<file path="config.mk">
export PLATFORM = sky130hd
export DESIGN_NAME = mqd_seq
export DESIGN_NICKNAME = d
export VERILOG_FILES = /design/src/hw/rtl/mqd_pkg.sv /design/src/hw/rtl/mqd_seq.sv
export SDC_FILE = /design/constraint.sdc
export NUM_CORES = 1
export LEC_CHECK = 0
export ABC_AREA = 1
export BUFFER_PORTS_ARGS = -buffer_cell sky130_fd_sc_hd__clkbuf_2
export CORE_MARGIN = 4
export CORE_UTILIZATION = 50
export CTS_CLUSTER_SIZE = 8
export DETAILED_ROUTE_END_ITERATION = 7
export PLACE_DENSITY = 0.78
export RECOVER_POWER = 100
export SLEW_MARGIN = 20
export SYNTH_ARGS = -nofsm -noshare
export SYNTH_HDL_FRONTEND = slang
export SYNTH_SLANG_ARGS = --single-unit
</file>
<file path="constraint.sdc">
create_clock -name clk_i -period 3.5 [get_ports clk_i]
set_input_delay 0.175 -clock clk_i [delete_from_list [all_inputs] [get_ports clk_i]]
set_output_delay 0.175 -clock clk_i [all_outputs]
set_load 0.05 [all_outputs]
</file>
<file path="src/hw/rtl/mqd_pkg.sv">
package mqd_pkg;

  localparam int NumVars      = 128;
  localparam int BlockBits    = 128;
  localparam int WordW        = 64;
  localparam int StateWords   = NumVars / WordW;
  localparam int BlockWords   = BlockBits / WordW;
  localparam int EntryWords   = StateWords + BlockWords;
  localparam int TableEntries = 1 + (NumVars * (NumVars + 1)) / 2;
  localparam int EntryW       = $clog2(TableEntries);
  localparam int VarW         = $clog2(NumVars);
  localparam int WordSelW     = $clog2(EntryWords);

  typedef logic [EntryW-1:0]                  entry_t;
  typedef logic [VarW-1:0]                    var_t;
  typedef logic [WordW-1:0]                   word_t;
  typedef logic [WordSelW-1:0]                word_sel_t;
  typedef logic [EntryWords-1:0][WordW-1:0]   entry_data_t;

  localparam entry_t LastEntry = EntryW'(TableEntries - 1);
  localparam var_t   VarMax    = VarW'(NumVars - 1);

  // tag that travels alongside a table read
  typedef struct packed {
    logic valid;
    logic hit;
    logic last;
  } rd_tag_t;

  typedef struct packed {
    rd_tag_t tag;
    entry_t  entry;
  } rd_req_t;

  typedef enum logic [1:0] {
    MODE_TABLE = 2'd0,
    MODE_STATE = 2'd1,
    MODE_GEN   = 2'd2
  } mode_e;

  typedef enum logic [1:0] {
    STATUS_OK       = 2'd0,
    STATUS_STRENGTH = 2'd1,
    STATUS_RESEED   = 2'd2,
    STATUS_PREDICT  = 2'd3
  } status_e;

  localparam logic [1:0] CfgIdxStrength = 2'd0;
  localparam logic [1:0] CfgIdxReseed   = 2'd1;
  localparam logic [1:0] CfgIdxPredict  = 2'd2;

endpackage

</file>
<file path="src/hw/rtl/mqd_seq.sv">
module mqd_seq (
  input  logic                        clk_i,
  input  logic                        rst_ni,
  input  logic                        start_i,
  input  logic [mqd_pkg::NumVars-1:0] x_i,
  output mqd_pkg::rd_req_t            req_o
);
  import mqd_pkg::*;

  typedef enum logic [1:0] {
    SQ_IDLE,
    SQ_CONST,
    SQ_TERMS
  } seq_state_e;

  seq_state_e state_q;
  entry_t     entry_q;
  var_t       j_q;
  var_t       k_q;

  // entries of the upper triangle come in row-major order, so the address
  // simply counts up while (j, k) walk the triangle
  always_comb begin
    req_o.entry     = entry_q;
    req_o.tag.valid = (state_q != SQ_IDLE);
    req_o.tag.hit   = (state_q == SQ_CONST) | (x_i[j_q] & x_i[k_q]);
    req_o.tag.last  = (state_q == SQ_TERMS) && (entry_q == LastEntry);
  end

  always_ff @(posedge clk_i or negedge rst_ni) begin
    if (!rst_ni) begin
      state_q <= SQ_IDLE;
      entry_q <= '0;
      j_q     <= '0;
      k_q     <= '0;
    end else begin
      unique case (state_q)
        SQ_IDLE: begin
          if (start_i) begin
            state_q <= SQ_CONST;
            entry_q <= '0;
            j_q     <= '0;
            k_q     <= '0;
          end
        end
        SQ_CONST: begin
          state_q <= SQ_TERMS;
          entry_q <= entry_q + EntryW'(1);
        end
        SQ_TERMS: begin
          if (entry_q == LastEntry) begin
            state_q <= SQ_IDLE;
          end else begin
            entry_q <= entry_q + EntryW'(1);
            if (k_q == VarMax) begin
              j_q <= j_q + VarW'(1);
              k_q <= j_q + VarW'(1);
            end else begin
              k_q <= k_q + VarW'(1);
            end
          end
        end
        default: state_q <= SQ_IDLE;
      endcase
    end
  end

endmodule

</file>
==> impl_results.md, run 1 <==
* Status: finished with violations
* Failing checks: capacitance limit, slew limit
* Tmin final at 3.01 ns
* R2R cell count at 10
* TNS Setup at 0 ns
* Post-Synthesis Cells at 849
* CTS Buffer Depth at 2
* Yosys warns at 0
* # H-tree levels at 2
* Top-count cell post-synth: nand2_1
* Post-synth EDFFs at 0
* Worst hold slack at 0.340 ns
* Final Slew Violations at 31
* Nets at 1098
* Clk_lat worst skew at 0.28 ns
* Largest net degree at the start of global routing at 75
* Synth Flop Type: dfrtp_1
* Number of port buffers at 147
* RR Startpoint: entry_q[0]$_DFFE_PN0P_
* First-pass GRT wire length at 26100 µm
* Post-DR wirelength/cell at 14.6 µm
* Initial antenna violation count at 0
* Vias in the first global route at 5456
* Top cells by area, synth: nand2_1, nand3_1, dfrtp_1
* Post-CTS sizing at 0
* Leak Pwr at 0.00287 µW
* Pwr Density at 548 mW/mm²
* Setup CP Type: register to primary output
* CTS Hold Bufs at 1
* Ant diodes at 0
* Vias/cell at 5.51
* Peak Freq at 0.333 GHz
* CP required at 3.32 ns
* Routed vias at 5996
* Part of the Yosys area used for sequential elements at 0.157
* Peak supply drop at 364 µV
* Layout fillers at 992
* Largest area contributor in the netlist: nand2_1
* Share of layout cells above drive strength 1 at 0.177
* Hold Path Class: primary input to register
* Setup violators final at 0
* Starting Density at 0.516
* Beginning of the worst hold path: start_i
* Layout area overhead at 15.1%
* RSZ-0062 raised after global routing: false
* Initial detailed-routing violation count at 576
* Crit-path max FO at 32
* DRT Wirelength at 15900 µm
* Final Hold Fails at 0
* Pwr Total at 3020 µW
* Site row count at 35
* Sink Count at 30
* Area of the die at 0.0112 mm²
* Root Driver: clkbuf_8
* Tcrit/Tclk final at 0.859
* FF-to-FF setup slack at 0.73 ns
* Post-CTS setup buffer count at 0
* Syn_nets at 988
* Die width at 106 µm
* Critical Path Sink Type: primary output
* GRT overflow at 0
* CP Launch Type: register
* Cell Area, Placed at 0.00540 mm²
* Hold Path End: state_q[1]$_DFFE_PN0P_
* Antenna viol nets, final at 0
* Pre-antenna DRT Iters at 5
* Library cells used by synthesis at 35
* Final Cell Area at 0.00551 mm²
* Post-synth ARST share at 1.00
* Synthesis-stage register bit count at 30
* Die H at 106 µm
* Core box area at 0.00928 mm²
* CTS Buf Count at 5
* Top cells by count, synth: nand2_1, nand3_1, inv_1, nor2_1, o21ai_0
* Setup Skew at 0.00935 ns
* I/O pins at 148
* Mean Syn Cell Area at 5.64 µm²
* Gr usage total at 0.278
* Max-slew headroom at the worst pin at -0.0828
* CTS tree: built
* DR DRC count at 0
* Hpwl dp at 11700 µm
* Max-cap violation count at 1
* Post-Syn Area at 0.00479 mm²
* Worst-path clk slew at 0.07 ns
* R2R Path End: entry_q[2]$_DFFE_PN0P_
* Crit path DAT at 2.83 ns
* GP Congestion at 0.955
* Hold Crit Depth at 6
* Synth top area share at 0.186
* Worst slew pin tran at 1.62 ns
[cells in the final DEF (no fill, tap or decap), types with 2 or more instances in the layout]
cell,n
buf_4,6
a21oi_2,9
inv_2,5
nor4_1,2
or2_1,7
nand4_1,8
clkbuf_2,129
clkinv_1,3
clkbuf_8,6
xor2_1,11
nand3_1,174
or2_0,5
nor2_1,44
bufinv_16,2
inv_1,120
dfrtp_1,27
o22ai_1,4
a21oi_1,25
o211ai_2,5
nand2_1,239
o21ai_0,35
o21ai_1,12
buf_12,2
o31ai_1,6
o211ai_1,31
nor3_1,7
dfrtp_2,3
ha_1,8
clkbuf_1,18
[registers in the layout (all words and copies together), names as in the netlist]
signal / cells
k_q: 7
entry_q: 14
state_q: 2
j_q: 7
[worst max path at each step]
stage / start / endpoint / slack [ns] / cells past startpoint
global placement: k_q[0]$_DFFE_PN0P_ / req_o[15] / 0.97 / 14
finish: k_q[0]$_DFFE_PN0P_ / req_o[15] / 0.49 / 13
floorplan: entry_q[0]$_DFFE_PN0P_ / entry_q[10]$_DFFE_PN0P_ / 1.49 / 10
global route: k_q[1]$_DFFE_PN0P_ / req_o[15] / 0.25 / 13
CTS: k_q[0]$_DFFE_PN0P_ / req_o[15] / 0.67 / 14
detailed placement: k_q[0]$_DFFE_PN0P_ / req_o[15] / 0.99 / 14
[through the flow]
step	setup slack, ns	instances	util
detailed placement	0.987	1080	0.582
global placement	0.975	1080	0.582
CTS	0.669	1089	0.598
floorplan	1.49	849	-
finish	0.495	1089	0.594
global route	0.249	1089	0.594
[report_power, final]
| part | switching (µW) | total [µW] | internal (µW) |
|---|---|---|---|
| Sequential | 98.7 | 490 | 392 |
| Clock | 135 | 439 | 304 |
| Combinational | 1420 | 2090 | 672 |
| Total | 1660 | 3020 | 1370 |
[critical path: stages, from the launching register on]
cell and delay (ns):
dfrtp_2 0.75, inv_2 0.38, nand2_1 0.14, nand3_1 0.07, nand3_1 0.11, nand3_1 0.13
nand2_1 0.10, nand3_1 0.07, nand2_1 0.07, nand2_1 0.05, nand2_1 0.07, nand2_1 0.08
nand2_1 0.06, clkbuf_1 0.46
[cells by family after synthesis]
kind of cell	count (synthesis)	synth area share
adder cells (fa/ha/maj)	8	0.0209
flip-flops	30	0.157
AO/OA/AOI/OAI	129	0.171
XOR/XNOR	12	0.0220
AND/OR/NAND/NOR	489	0.450
buffers and inverters	181	0.179
[layer usage]
layer,GRT usage,vias up,routed length [µm]
li1,-,2985,-
met1,0.387,2646,6920
met2,0.434,330,7060
met3,0.0600,35,1620
met4,0.0796,0,272
met5,0,-,0
[layout make-up]
type,instances,area (µm²),share of cell area
clock buffers,6,82.6,0.0150
repair buffers,156,808,0.147
inverters,128,480,0.0872
clock inverters,2,60.1,0.0109
well taps,129,161,0.0293
multi-input cells,638,3160,0.574
flip-flops and latches,30,754,0.137
Note: power is estimated with default switching activity, not from simulation.
==> inputs of run 2 (changes only) <==
ABC_AREA = default   (was 1)
PLACE_DENSITY = 0.81   (was 0.78)
==> run 2 against run 1 <==
Against the previous run:
- the flow still finishes with violations (capacitance limit, slew limit)
- register-to-register slack is essentially flat
- maximum frequency decreased by 6.1%
- count of clock-buffer cells in the layout rose by 1
- power fell by 73%
- clock power is 33% lower
- synthesized cell count shrank 51%
- clock skew grew 0.0010 ns
- die area down 15%
- design area fell by 12%
- synthesized area shrank 16%
==> impl_results.md, run 2 <==
* Final setup margin at 0.299 ns (-0.196 ns)
* Die width at 97.7 µm (-7.7%)
* Post-synth ARST share at 1.00 (unchanged)
* First-pass GRT wire length at 21700 µm (-17%)
* Simple-Gate Fraction of Synth Area at 0.139 (-0.311)
* Clk_lat worst skew at 0.29 ns (about the same)
* Tcrit/Tclk final at 0.914 (+0.0559)
* Largest regs: entry_q: 14 flops, j_q: 7 flops, k_q: 7 flops
* Post-synthesis compound-gate area fraction at 0.192 (+0.0206)
* CP cell instances: buf_4 > or3b_2 > o221ai_1 > a21oi_1 > a21boi_0 > a221oi_1 > a211oi_1 > clkbuf_2
* Antenna viol nets, final at 0 (unchanged)
* Die H at 97.7 µm (-7.7%)
* Setup Skew at 0.0104 ns (+0.00102 ns)
* CTS tree: built
* CTS Hold Bufs at 1 (unchanged)
* CP required at 3.32 ns (about the same)
* Vias/cell at 6.80 (+24%)
* Mean Syn Cell Area at 9.72 µm² (+72%)
* Synthesis-stage register bit count at 30 (unchanged)
* Worst slew pin tran at 1.65 ns (+0.0306 ns)
* Setup CP Type: register to primary output
* Top-count cell post-synth: mux2i_1
* Max reg flops at 14 (unchanged)
* Layout area overhead at 20.8%
* GRT overflow at 0 (unchanged)
* Peak Freq at 0.312 GHz (-6.1%)
* Crit-path max FO at 14 (-56%)
* Worst path slowest cell: dfrtp_1
* Largest register by flop count: entry_q
* Top cells by count, synth: mux2i_1, mux4_2, o21ai_0, dfrtp_1, nand2_1
* Leak Pwr at 0.00188 µW (-34%)
* Post-DR wirelength/cell at 20.7 µm (+42%)
* Syn_nets at 553 (-44%)
* CTS Buffer Depth at 2 (unchanged)
* Nets at 681 (-38%)
* Largest net degree at the start of global routing at 40 (-47%)
* Area of the die at 0.00955 mm² (-15%)
* Commonest non-fill, non-tap cell in the layout: clkbuf_2
* Post-Synthesis Cells at 414 (-51%)
* Worst-path clk slew at 0.07 ns (about the same)
* XOR/XNOR share of the synthesized area at 0.0109 (-0.0111)
* Post-Syn Area at 0.00403 mm² (-16%)
* Post-CTS setup buffer count at 0 (unchanged)
* CTS Buf Count at 5 (unchanged)
* Post-synth EDFFs at 0 (unchanged)
* RSZ-0062 raised after global routing: false
* Delay of the slowest cell on the worst path at 0.62 ns (-0.13 ns)
* Most frequent cells in the layout: clkbuf_2, mux2i_1, mux4_2, o21ai_0, dfrtp_1
* Mux share of post-synthesis cell area at 0.387 (+0.387)
* Sink Count at 30 (unchanged)
* Tmin final at 3.20 ns (+0.196 ns)
* GP Congestion at 0.942 (-1.4%)
* CP Launch Type: register
* Initial detailed-routing violation count at 460 (-20%)
* Synth top area share at 0.207 (+0.0212)
* # H-tree levels at 2 (unchanged)
* Largest area contributor in the netlist: mux4_2
* Routed vias at 4389 (-27%)
* Pwr Density at 170 mW/mm² (-69%)
* Part of the Yosys area used for sequential elements at 0.187 (+0.0297)
* Pre-antenna DRT Iters at 5 (unchanged)
* Library cells used by synthesis at 55 (+57%)
* I/O pins at 148 (unchanged)
* Dpl ws at 0.662 ns (-0.325 ns)
* Site row count at 32 (-8.6%)
* Core box area at 0.00777 mm² (-16%)
* Cell Area, Placed at 0.00479 mm² (-11%)
* Final core utilization at 0.626 (+0.0321)
* Adder-Cell Fraction of Synth Area at 0.0249 (+0.00396)
* Pwr Total at 826 µW (-73%)
* Gr usage total at 0.275 (-0.00322)
* Synth Flop Type: dfrtp_1
* WP buf/inv at 2 (unchanged)
* Critical path's top delay family: compound AO/OA/AOI/OAI gates
* Vias in the first global route at 4355 (-20%)
* Post-CTS sizing at 0 (unchanged)
* TNS Setup at 0 ns (unchanged)
* DRT Wirelength at 13300 µm (-16%)
* Crit path DAT at 3.03 ns (+0.20 ns)
* Final Slew Violations at 31 (unchanged)
* Final Cell Area at 0.00486 mm² (-12%)
* DR DRC count at 0 (unchanged)
* Final Hold Fails at 0 (unchanged)
* Root Driver: clkbuf_8
* Yosys warns at 0 (unchanged)
* Combinational family with the most area after synthesis: multiplexers
* Hpwl dp at 10400 µm (-11%)
* Setup violators final at 0 (unchanged)
* Starting Density at 0.518 (+0.00257)
* Critical Path Sink Type: primary output
* Ant diodes at 0 (unchanged)
* Share of layout cells above drive strength 1 at 0.344 (+0.167)
* Peak supply drop at 237 µV (-35%)
* Max-slew headroom at the worst pin at -0.103 (-0.0204)
* Max-cap violation count at 1 (unchanged)
* Layout fillers at 697 (-30%)
* Hold Path Class: primary input to register
* Initial antenna violation count at 0 (unchanged)
* Top cells by area, synth: mux4_2, dfrtp_1, mux2i_1
* Status: finished with violations
* Number of port buffers at 147 (unchanged)
* Failing checks: capacitance limit, slew limit
-- run 2: metal layers --
metal  track usage  vias up  share of wire
li1              -     1928              -
met1         0.351     2120           0.39
met2         0.469      286           0.48
met3        0.0581       55          0.085
met4        0.0884        0          0.037
met5             0        -              0
-- run 2: cell type report --
cell class                      instances  area, µm²  share of cell area
Clock buffer                            7       86.3              0.0178
Clock inverter                          1       5.00             0.00103
Inverter                               16       60.1              0.0124
Multi-Input combinational cell        334       3030               0.623
Sequential cell                        30        753               0.155
Tap cell                              102        128              0.0263
Timing Repair Buffer                  155        802               0.165
-- run 2: worst register-to-register path, cell delays in order (launching register included) --
cell,delay (ns)
dfrtp_1,0.45
nor4b_1,0.48
nand4_1,0.24
o311ai_1,1.03
nor3_1,0.11
o21ai_0,0.22
o31ai_1,0.10
-- run 2: kinds of logic after synthesis --
| family | after synthesis |
|---|---|
| mux | 93 |
| flops | 30 |
| simple gates | 109 |
| xor+xnor | 5 |
| buf+inv | 50 |
| compound gates | 119 |
| fa+ha+maj | 8 |
-- run 2: final timing paths --
path | startpoint | endpoint | slack [ns] | depth (start not counted)
setup / recovery | k_q[1]$_DFFE_PN0P_ | req_o[15] | 0.30 | 8
hold / removal | start_i | state_q[0]$_DFFE_PN0P_ | 0.19 | 3
setup reg to reg | entry_q[2]$_DFFE_PN0P_ | j_q[2]$_DFFE_PN0P_ | 0.72 | 6
hold reg to reg | entry_q[12]$_DFFE_PN0P_ | entry_q[12]$_DFFE_PN0P_ | 0.53 | 1
max in group asynchronous | rst_ni | j_q[0]$_DFFE_PN0P_ | 1.57 | 2
min in group asynchronous | rst_ni | k_q[0]$_DFFE_PN0P_ | 0.84 | 2
-- run 2: power breakdown --
part	total (µW)	internal [µW]	switching, µW
registers	347	347	0
clock network	295	158	137
logic	184	104	80.3
-- run 2: through the flow --
stage,hold slack [ns],std cells
2_1_floorplan,-0.121,414
3_3_place_gp,0.283,636
3_5_place_dp,0.280,636
4_1_cts,0.181,645
5_1_grt,0.206,645
6_report,0.192,645
