## src/hw/rtl/mqd_pkg.sv

```systemverilog
package mqd_pkg;

  localparam int NumVars      = 128;
  localparam int BlockBits    = 128;
  localparam int WordW        = 64;
  localparam int StateWords   = NumVars / WordW;
  localparam int BlockWords   = BlockBits / WordW;
  localparam int EntryWords   = StateWords + BlockWords;
  localparam int TableEntries = 1 + (NumVars * (NumVars + 1)) / 2;
  localparam int EntryW       = $clog2(TableEntries);
  localparam int VarW         = $clog2(NumVars);
  localparam int WordSelW     = $clog2(EntryWords);

  typedef logic [EntryW-1:0]                  entry_t;
  typedef logic [VarW-1:0]                    var_t;
  typedef logic [WordW-1:0]                   word_t;
  typedef logic [WordSelW-1:0]                word_sel_t;
  typedef logic [EntryWords-1:0][WordW-1:0]   entry_data_t;

  localparam entry_t LastEntry = EntryW'(TableEntries - 1);
  localparam var_t   VarMax    = VarW'(NumVars - 1);

  // tag that travels alongside a table read
  typedef struct packed {
    logic valid;
    logic hit;
    logic last;
  } rd_tag_t;

  typedef struct packed {
    rd_tag_t tag;
    entry_t  entry;
  } rd_req_t;

  typedef enum logic [1:0] {
    MODE_TABLE = 2'd0,
    MODE_STATE = 2'd1,
    MODE_GEN   = 2'd2
  } mode_e;

  typedef enum logic [1:0] {
    STATUS_OK       = 2'd0,
    STATUS_STRENGTH = 2'd1,
    STATUS_RESEED   = 2'd2,
    STATUS_PREDICT  = 2'd3
  } status_e;

  localparam logic [1:0] CfgIdxStrength = 2'd0;
  localparam logic [1:0] CfgIdxReseed   = 2'd1;
  localparam logic [1:0] CfgIdxPredict  = 2'd2;

endpackage

```

## src/hw/rtl/mqd_acc.sv

```systemverilog
module mqd_acc (
  input  logic                 clk_i,
  input  logic                 rst_ni,
  input  logic                 clear_i,
  input  mqd_pkg::rd_tag_t     tag_i,
  input  mqd_pkg::entry_data_t rd_data_i,
  output mqd_pkg::entry_data_t acc_o,
  output logic                 done_o
);
  import mqd_pkg::*;

  // tag delayed to line up with the registered table read
  rd_tag_t     tag_q;
  entry_data_t acc_q;
  logic        done_q;

  always_ff @(posedge clk_i or negedge rst_ni) begin
    if (!rst_ni) begin
      tag_q  <= '0;
      acc_q  <= '0;
      done_q <= 1'b0;
    end else begin
      tag_q  <= tag_i;
      done_q <= tag_q.valid & tag_q.last;
      if (clear_i) begin
        acc_q <= '0;
      end else if (tag_q.valid && tag_q.hit) begin
        acc_q <= acc_q ^ rd_data_i;
      end
    end
  end

  assign acc_o  = acc_q;
  assign done_o = done_q;

endmodule

```

## config.mk

```make
export PLATFORM = sky130hd
export DESIGN_NAME = mqd_acc
export DESIGN_NICKNAME = d
export VERILOG_FILES = /design/src/hw/rtl/mqd_pkg.sv /design/src/hw/rtl/mqd_acc.sv
export SDC_FILE = /design/constraint.sdc
export NUM_CORES = 1
export LEC_CHECK = 0
export BUFFER_PORTS_ARGS = -buffer_cell sky130_fd_sc_hd__buf_4
export CAP_MARGIN = 5
export CORE_MARGIN = 1.5
export CORE_UTILIZATION = 35
export DETAILED_ROUTE_END_ITERATION = 8
export GPL_TIMING_DRIVEN = 0
export PLACE_DENSITY_LB_ADDON = 0.15
export SLEW_MARGIN = 20
export SYNTH_ARGS = -nofsm -noshare
export SYNTH_HDL_FRONTEND = slang
export SYNTH_SLANG_ARGS = --single-unit
```

## constraint.sdc

```tcl
create_clock -name clk_i -period 2.2 [get_ports clk_i]
set_input_delay 0.44 -clock clk_i [delete_from_list [all_inputs] [get_ports clk_i]]
set_output_delay 0.44 -clock clk_i [all_outputs]
set_load 0.005 [all_outputs]
```

==> impl_results.md, run 1 <==
* Clk buf depth at 3
* First-pass GRT wire length at 73.68 mm
* CTS Buf Count at 31
* Seq/Total Area, Yosys at 46.61%
* Core ar. at 39010 sq um
* Ranking of synthesized cells by area: dfrtp_1 (47%), mux2_2 (19%), nor2b_1 (11%)
* Synth unique cells at 12
* Max VDD drop at 570.6 uV
* Total Wirelength at 47.81 mm
* Commonest non-fill, non-tap cell in the layout: buf_4
* Worst slew pin tran at 539.1 ps
* Final Skew at 12.50 ps
* Status: finished clean
* Largest net degree at the start of global routing at 77
* Antenna violations before repair at 2
* DP HPWL at 35.79 mm
* Post-layout minimum cycle time at 1658 ps
* Number of global-route vias before repair at 12830
* CTS tree: yes
* Die width at 202.7 um
* Setup TNS at 0 ps
* Arr. time, crit path at 2120 ps
* Number of fill cells at 3638
* Final worst-path cycle share at 75.38%
* Placed cells at 2437
* H-tree depth at 1
* Final Instance Count excl. Fillers at 2496
* Critical path type: reg2reg
* Hold Slack at 187.0 ps
* Rows at 72
* Multi-input gate area at 6739 sq um
* Unrepaired setup endpoints after global routing: no
* Max frequency at 603.0 MHz
* Yosys warns at 0
* Initial DRC count at 572
* Post-layout nets at 2218
* Max Fanout on Critical Path at 10
* Area share of the largest cell type after synthesis at 46.61%
* Cell taking the most area after synthesis: dfrtp_1
* Skew-Pair Late Insertion Delay at 570 ps
* Endpoint class of the critical path: flip-flop
* Worst EP required at 2660 ps
* Number of detailed-route iterations in the first pass at 4
* Syn Nets at 1661
* Total Routing Usage GR at 22.74%
* Drt drc at 0
* Share of cells above drive strength 1 at 45.73%
* CTS Sinks at 260
* Mean Syn Cell Area at 9.977 sq um
* Fin. Hold Viols at 0
* IO Count at 519
* Max-cap violations at 0
* Syn-to-layout area delta at 40.52%
* Drt wl/cell at 19.15 um
* Final Max Tran Viols at 0
* IO buf count at 517
* Hold Crit Class: in2reg
* P_leak at 9.938 nW
* Vias per Instance at 4.938
* Starting density of the core at 35.78%
* Power Dens Cells at 635.1 nW/um^2
* CTS clock-pin slew for the worst setup and hold paths at 60 ps
* Max_slew headroom at 64.06%
* Startpoint Class: flip-flop
* Routability congestion estimate from global placement at 0.8158
* Cell Area, Synth at 13960 sq um
* # setup viols final at 0
* Yosys reg bits at 260
* Fin util at 50.28%
* Die area at 41090 sq um
* Gr ovfl total at 0
* CTS Root Cell: clkbuf_16
* Pwr Total at 12.46 mW
* Post-Syn Instances at 1399
* Remaining antenna violation count at 0
* Storage cell area at 6506 sq um
* Routed vias at 12330
* Most frequent cells in the layout: buf_4 (567), dfrtp_1 (260), nor2_1 (256), nand3_1 (256), nor2b_1 (251)
* Vert. Die Dim at 202.7 um
[per-layer routing]
layer  up-vias  track usage, %  part of all wire, %
li1       5780               -                    -
met1      6071           27.47                   40
met2       392           38.72                   49
met3        80           6.790                  7.8
met4         2           7.354                  3.4
met5         -               0                0.029
[through the flow]
stage / setup WS (ps) / instance area (sq um)
floorplan: 803.8 / 13960
global placement: -1872 / 18490
detailed placement: 386.6 / 18580
CTS: 477.6 / 19610
global route: 419.6 / 19610
finish: 541.6 / 19610
[critical path, cell delays in order, from the launching register on]
cell and delay [ps]:
dfrtp_1 420, buf_2 340, buf_2 330, nand3_1 160
mux2_2 290
[report_power, final]
part	internal, mW	switching [mW]	total (mW)
sequential	5.04	0.201	5.25
clock	2.98	2.10	5.08
combinational	1.17	0.960	2.13
[state kept, by name, summed over array words and instances (netlist names)]
name	flops
tag_q	3
done_o	1
acc_o	256
[final timing paths]
kind,startpoint,endpoint,slack (ps),cells after the start
max in group asynchronous,rst_ni,acc_o[22],730,4
min,rd_data_i[178],acc_o[178],190,3
min reg2reg,tag_q[0],done_o,450,1
max reg2reg,tag_q[1],acc_o[46],540,4
max,tag_q[1],acc_o[46],540,4
min in group asynchronous,rst_ni,acc_o[165],340,2
[timing repair]
item	CTS	global route
hold buffers	4	0
buffers inserted	0	0
gates resized for setup	0	0
endpoints found under the hold margin	45	0
[layout make-up]
cell class / instances / share of cell area (%)
Antenna cell: 1 / 0.01276
Buffer: 114 / 3.636
Clock buffer: 46 / 4.701
Clock inverter: 8 / 0.3636
Multi-Input combinational cell: 1025 / 34.36
Sequential cell: 260 / 33.17
Tap cell: 518 / 3.304
Timing Repair Buffer: 524 / 20.45
[synthesized netlist by cell type]
library cell and instances:
and2b_1 5, mux2_1 26, buf_4 51, nor2b_1 251, nor2_1 256, and2_1 1
clkbuf_1 8, dfrtp_1 260, mux2_2 230, buf_2 51, buf_6 4, nand3_1 256
[logic make-up after synthesis]
kind of cell / after synthesis / synth area share, %
multiplexers: 256 / 20.65
AND/OR/NAND/NOR: 769 / 27.63
buffers and inverters: 114 / 5.109
flip-flops: 260 / 46.61
(Power assumes the default switching activity.)
==> run 2, diff against run 1 <==
--- a/config.mk
+++ b/config.mk
@@ -5,11 +5,12 @@
 export SDC_FILE = /design/constraint.sdc
 export NUM_CORES = 1
 export LEC_CHECK = 0
+export ABC_AREA = 1
 export BUFFER_PORTS_ARGS = -buffer_cell sky130_fd_sc_hd__buf_4
 export CAP_MARGIN = 5
-export CORE_MARGIN = 1.5
-export CORE_UTILIZATION = 35
+export CORE_AREA = 2 2 199 201
 export DETAILED_ROUTE_END_ITERATION = 8
+export DIE_AREA = 0 0 201 203
 export GPL_TIMING_DRIVEN = 0
 export PLACE_DENSITY_LB_ADDON = 0.15
 export SLEW_MARGIN = 20
==> constraint.sdc (replaced) <==
create_clock -name clk_i -period 1.35 [get_ports clk_i]
set_input_delay 0.27 -clock clk_i [delete_from_list [all_inputs] [get_ports clk_i]]
set_output_delay 0.27 -clock clk_i [all_outputs]
set_load 0.005 [all_outputs]
==> run 2 against run 1 <==
Compared with the run above: the run now ends with negative setup slack left; synthesized cell count up 36%; clock power up 54%; highest routed layer is now met4; flip-flop and latch count unchanged; register-to-register slack worse by 500 ps; combinational power up 100%; cell count up 30%.
==> impl_results.md, run 2 <==
* Endpoint class of the critical path: primary output
* P_leak at 12.10 nW (+22%)
* Cell taking the most area after synthesis: dfrtp_1
* DP Worst Slack at -132.4 ps (-519.0 ps)
* Number of detailed-route iterations in the first pass at 5 (+1)
* Commonest cells in the netlist: nand2_1 (513), nor2_1 (440), dfrtp_1 (260)
* Mean Syn Cell Area at 7.049 sq um (-29%)
* Max_slew headroom at 57.51% (-6.5 points)
* Adder-cell area share of the yosys netlist at 0% (unchanged)
* Post-Syn Instances at 1900 (+36%)
* DP HPWL at 34.92 mm (-2.4%)
* Placed cells at 2938 (+21%)
* Skew-Pair Late Insertion Delay at 560 ps (about the same)
* Rows at 72 (unchanged)
* Status: complete, but fails checks
* Total Routing Usage GR at 23.59% (+0.85 points)
* Gr ovfl total at 0 (unchanged)
* Max frequency at 719.8 MHz
* Arr. time, crit path at 1120 ps (-1000 ps)
* Post-synthesis compound-gate area fraction at 0% (unchanged)
* Final Instance Count excl. Fillers at 3237 (+30%)
* Final Max Tran Viols at 0 (unchanged)
* Remaining antenna violation count at 0 (unchanged)
* CTS Sinks at 260 (unchanged)
* HP Start: rd_data_i[191]
* Starting density of the core at 34.82% (-0.97 points)
* Max Fanout on Critical Path at 2 (-8)
* Clk buf depth at 3 (unchanged)
* Routed vias at 14930 (+21%)
* EDFF count, synth at 0 (unchanged)
* CTS Root Cell: clkbuf_16
* Most frequent cells in the layout: nand2_1 (513), nor2_1 (440), buf_4 (431)
* Core ar. at 38470 sq um (-1.4%)
* Setup ws final at -39.31 ps (-580.9 ps)
* Final Skew at 9.126 ps (-3.378 ps)
* IO buf count at 517 (unchanged)
* Total Wirelength at 49.91 mm (+4.4%)
* IO Count at 519 (unchanged)
* Drt wl/cell at 15.42 um (-19%)
* Synth unique cells at 12 (unchanged)
* Cell with the most instances after synthesis: nand2_1
* Share of cells above drive strength 1 at 29.54% (-16 points)
* Cell Area, Placed at 18010 sq um (-3.0%)
* Drt drc at 0 (unchanged)
* Hold Crit Class: in2reg
* Max-cap violations at 0 (unchanged)
* # setup viols final at 58 (+58)
* Max VDD drop at 888.0 uV (+56%)
* Critical path type: reg2out
* Unrepaired setup endpoints after global routing: yes
* Number of cells on the critical path at 1 (-3)
* Die width at 201 um (-0.84%)
* Mux share of post-synthesis cell area at 0% (-21 points)
* CP peak stage delay at 420 ps (about the same)
* Yosys warns at 0 (unchanged)
* First-pass GRT wire length at 77.66 mm (+5.4%)
* Ranking of synthesized cells by area: dfrtp_1 (49%), nand2_1 (14%), nor2_1 (12%)
* Worst EP required at 1080 ps (-1580 ps)
* Number of global-route vias before repair at 14680 (+14%)
* Failing checks: negative setup slack
* CTS tree: yes
* Worst Path Buf+Inv at 1 (-1)
* R2R Path Start: tag_q[1]
* Post-Synth Simple-Gate Area at 39.64% (+12 points)
* Routability congestion estimate from global placement at 0.8748 (+7.2%)
* Die area at 40800 sq um (-0.69%)
* Area share of the largest cell type after synthesis at 48.58% (+2.0 points)
* Syn Nets at 2162 (+30%)
* Post-layout nets at 2959 (+33%)
* Final worst-path cycle share at 102.9%
* Cell Area, Synth at 13390 sq um (-4.1%)
* Cell count of the worst reg-to-reg path at 5 (+1)
* CTS Buf Count at 31 (unchanged)
* Pwr Total at 20.66 mW (+66%)
* Post-Layout Inst Area at 22280 sq um (+14%)
* Hold Path Stages at 4 (+1)
* Worst Setup SP: acc_o[25]
* Syn-to-layout area delta at 66.34%
* Startpoint Class: flip-flop
* CTS clock-pin slew for the worst setup and hold paths at 60 ps (about the same)
* CP max-delay cell: dfrtp_1
* Worst path cell trace: buf_6
* Post-synth ARST share at 100.0% (unchanged)
* Worst slew pin tran at 637.3 ps (+98.22 ps)
* H-tree depth at 1 (unchanged)
* Antenna violations before repair at 4 (+2)
* Delay-heaviest family, CP: flip-flops
* Vias per Instance at 4.611 (-6.6%)
* Fin. Hold Viols at 0 (unchanged)
* Synth Area in XOR/XNOR at 0% (unchanged)
* Post-synth top flop: dfrtp_1
* Seq/Total Area, Yosys at 48.58% (+2.0 points)
* Yosys reg bits at 260 (unchanged)
* Post-layout minimum cycle time at 1389 ps
* Main combinational cell family by area after synthesis: simple AND/OR/NAND/NOR gates
* Largest net degree at the start of global routing at 89 (+16%)
* Initial DRC count at 756 (+32%)
* Max FFs per register at 256 (unchanged)
* Commonest non-fill, non-tap cell in the layout: nand2_1
* Power Dens Cells at 927.4 nW/um^2 (+46%)
* Vert. Die Dim at 203 um (+0.15%)
-- run 2: power breakdown --
group          leakage (nW)  switching (mW)  internal, mW
Sequential             3.51           0.319          8.21
Combinational          8.13            1.98          2.33
Clock                 0.460            3.33          4.49
-- run 2: per-stage QoR --
stage | util [%] | setup TNS (ps) | hold WS, ps
6_report | 57.91 | -578.2 | 30.02
5_1_grt | 57.91 | -9999 | 18.00
4_1_cts | 56.40 | -7503 | 0.2119
3_5_place_dp | 46.83 | -11330 | 150.9
3_3_place_gp | 46.59 | -643300 | 381.0
2_1_floorplan | - | 0 | -25.59
-- run 2: logic make-up after synthesis --
kind of cell,Yosys count
buffers and inverters,359
and+or+nand+nor,1281
DFF,260
-- run 2: final cells by class --
| type | instances | area (sq um) |
|---|---|---|
| diodes | 4 | 10.01 |
| plain buffers | 101 | 828.3 |
| clock buffers | 43 | 880.8 |
| clock inverters | 8 | 46.29 |
| fillers | 3557 | 16190 |
| inverters | 258 | 968.4 |
| multi-input cells | 1281 | 5309 |
| flip-flops and latches | 260 | 6509 |
| well taps | 518 | 648.1 |
| repair buffers | 764 | 7078 |
-- run 2: routing by layer --
layer | track usage, % | share of wire (%) | wire [um]
met1 | 27.74 | 40 | 19780
met2 | 41.70 | 50 | 24870
met3 | 4.992 | 6.5 | 3228
met4 | 10.00 | 4.1 | 2032
met5 | 0 | 0 | 0
-- run 2: final timing paths --
kind                               to  slack (ps)
min reg2reg                    done_o         430
max reg2reg                acc_o[121]          40
min                        acc_o[191]          30
min in group asynchronous   acc_o[44]         440
max                         acc_o[25]         -40
max in group asynchronous  acc_o[248]         190
-- run 2: timing repair --
| item | CTS | global route |
|---|---|---|
| pin swaps | 0 | 0 |
| setup endpoints to repair | 388 | 581 |
| cloned | 0 | 1 |
| gates resized for setup | 285 | 58 |
| hold buffers | 105 | 0 |
| buffers inserted | 85 | 53 |
| endpoints found under the hold margin | 273 | 0 |
-- run 2: worst reg2reg max path, cell delays in order, from the launching register on --
cell	delay, ps
dfrtp_2	420
buf_6	180
buf_2	270
nand4_1	190
nand2_1	90
nor2_1	40
==> run 3, diff against run 2 <==
--- a/config.mk
+++ b/config.mk
@@ -12,7 +12,7 @@
 export DETAILED_ROUTE_END_ITERATION = 8
 export DIE_AREA = 0 0 201 203
 export GPL_TIMING_DRIVEN = 0
-export PLACE_DENSITY_LB_ADDON = 0.15
+export PLACE_DENSITY = 0.62
 export SLEW_MARGIN = 20
 export SYNTH_ARGS = -nofsm -noshare
 export SYNTH_HDL_FRONTEND = slang
==> run 3 against run 2 <==
Compared with the run above: the run still ends with negative setup slack left; utilization increased by 1.3 points; sequential power about the same; sequential share of layout area down 0.65 points; clock power rose by 12%; cell count up 1.4%; largest cell class unchanged; hold slack got worse by 7.2 ps; fmax decreased by 1.2%; clock-buffer cell count decreased by 1; routed wire length grew 2.5%.
==> impl_results.md, run 3 (synthesis results as in run 2) <==
* Status: complete, but fails checks
* Failing checks: negative setup slack
* Max_slew headroom at 60.23% (+2.7 points)
* Critical path type: reg2out
* Die area at 40800 sq um (unchanged)
* Most frequent cells in the layout: nand2_1 (513), buf_4 (446), nor2_1 (439)
* Share of total power in sequential cells at 39.3% (-2.0 points)
* Cell Area, Placed at 18010 sq um (unchanged)
* DP Worst Slack at -171.0 ps (-38.66 ps)
* Remaining antenna violation count at 0 (unchanged)
* Largest net degree at the start of global routing at 77 (-13%)
* Max-cap violations at 0 (unchanged)
* CP peak stage delay at 420 ps (about the same)
* Gr ovfl total at 0 (unchanged)
* Drt wl/cell at 15.59 um (+1.1%)
* R2R Path Start: tag_q[1]
* HP Start: rd_data_i[65]
* CTS tree: yes
* P_leak at 12.35 nW (+2.1%)
* Drt drc at 0 (unchanged)
* Clock power frac at 40.4% (+2.5 points)
* Final Skew at 18.21 ps (+9.085 ps)
* Max Fanout on Critical Path at 2 (unchanged)
* Worst slew pin tran at 596.6 ps (-40.74 ps)
* Max VDD drop at 829.7 uV (-6.6%)
* Fin. Hold Viols at 0 (unchanged)
* Endpoint class of the critical path: primary output
* P_sw at 5.870 mW (+4.3%)
* Vias per Instance at 4.661 (+1.1%)
* # setup viols final at 155 (+170%)
* Worst path cell trace: buf_6
* CTS Root Cell: clkbuf_16
* Power Dens Cells at 954.0 nW/um^2 (+2.9%)
* Max frequency at 711.1 MHz (-1.2%)
* Post-layout nets at 3000 (+1.4%)
* Routed vias at 15300 (+2.5%)
* Setup ws final at -56.19 ps (-16.89 ps)
* Post-Layout Inst Area at 22780 sq um (+2.2%)
* Delay-heaviest family, CP: flip-flops
* Final worst-path cycle share at 104.2% (+1.3 points)
* Pwr Total at 21.73 mW (+5.2%)
* Final Max Tran Viols at 0 (unchanged)
* Hold Crit Class: in2reg
* Initial DRC count at 755 (-0.13%)
* Number of detailed-route iterations in the first pass at 5 (unchanged)
* Total Routing Usage GR at 23.93% (+0.34 points)
* Worst Path Buf+Inv at 1 (unchanged)
* IO Count at 519 (unchanged)
* Starting density of the core at 34.82% (unchanged)
* Number of fill cells at 3402 (-4.4%)
* Hold Slack at 22.80 ps (-7.221 ps)
* Unrepaired setup endpoints after global routing: yes
* Setup TNS at -1956 ps (-1377 ps)
* CP max-delay cell: dfrtp_1
* Syn-to-layout area delta at 70.08%
* CTS Sinks at 260 (unchanged)
* Rows at 72 (unchanged)
* Number of global-route vias before repair at 14750 (+0.43%)
* Combinational share of power at 20.3% (-0.6 points)
* Routability congestion estimate from global placement at 0.8700 (-0.55%)
* Arr. time, crit path at 1140 ps (+20 ps)
* First-pass GRT wire length at 78.80 mm (+1.5%)
* Antenna violations before repair at 3 (-1)
* Core ar. at 38470 sq um (unchanged)
* IO buf count at 517 (unchanged)
* Skew-Pair Late Insertion Delay at 570 ps (about the same)
* Vert. Die Dim at 203 um (unchanged)
* Worst Setup SP: acc_o[180]
* Die width at 201 um (unchanged)
* Total Wirelength at 51.16 mm (+2.5%)
* Post-layout minimum cycle time at 1406 ps (+16.89 ps)
* Startpoint Class: flip-flop
* Commonest non-fill, non-tap cell in the layout: nand2_1
* Share of cells above drive strength 1 at 29.87% (+0.33 points)
* CTS Buf Count at 31 (unchanged)
* Worst EP required at 1080 ps (about the same)
* H-tree depth at 1 (unchanged)
* CTS clock-pin slew for the worst setup and hold paths at 60 ps (about the same)
* DP HPWL at 35.65 mm (+2.1%)
* Clk buf depth at 3 (unchanged)
* Max FFs per register at 256 (unchanged)
* Int Power at 15.86 mW (+5.5%)
* Sw frac at 27.01% (-0.23 points)
run 3: through the flow:
stage	util, %	cells
final	59.21	3282
after global routing	59.21	3282
after CTS	57.26	3206
after detailed placement	46.83	2938
after global placement	46.59	2935
after floorplan	-	1900
run 3: area by class of cell:
cell class	instances	area, sq um	area share, %
antenna	2	5.005	0.02197
multi-input combinational	1281	5311	23.32
clock inverter	15	160.2	0.7031
tap	518	648.1	2.845
timing repair buffer	805	7401	32.49
sequential	260	6507	28.57
clock buffer	42	907.1	3.982
inverter	258	968.4	4.252
buffer	101	869.6	3.818
run 3: path summary, 6_finish.rpt:
path                       cells past startpoint          to  slack (ps)
max                                            1  acc_o[180]         -60
min                                            4   acc_o[65]          20
max reg2reg                                    6   acc_o[86]          60
min reg2reg                                    2      done_o         440
max in group asynchronous                      3  acc_o[201]         370
min in group asynchronous                      2  acc_o[164]         210
run 3: power groups by stage:
stage          combinational [mW]  sequential [mW]  clock, mW
6_report                     4.41             8.53       8.78
5_1_grt                      4.85             8.57       9.27
4_1_cts                      4.18             8.52       8.97
3_5_place_dp                 3.37             8.61          0
3_3_place_gp                 3.27             8.59          0
2_1_floorplan                1.40             8.60          0
run 3: repair_timing:
action,4_1_cts,5_1_grt
hold buffers,130,0
endpoints found under the hold margin,174,0
resized for setup,285,75
pin swaps,0,1
setup endpoints to repair,401,490
setup buffers,81,74
run 3: routing by layer:
metal	up-vias	routed length (um)	global-route usage (%)
li1	7503	-	-
met1	7105	20140	28.73
met2	531	25400	41.55
met3	157	2967	4.687
met4	2	2637	10.87
met5	-	11	0
run 3: worst min-delay path, stage by stage:
cell,delay (ps)
buf_4,80
nand3_1,70
nor2_1,90
nor2_1,50
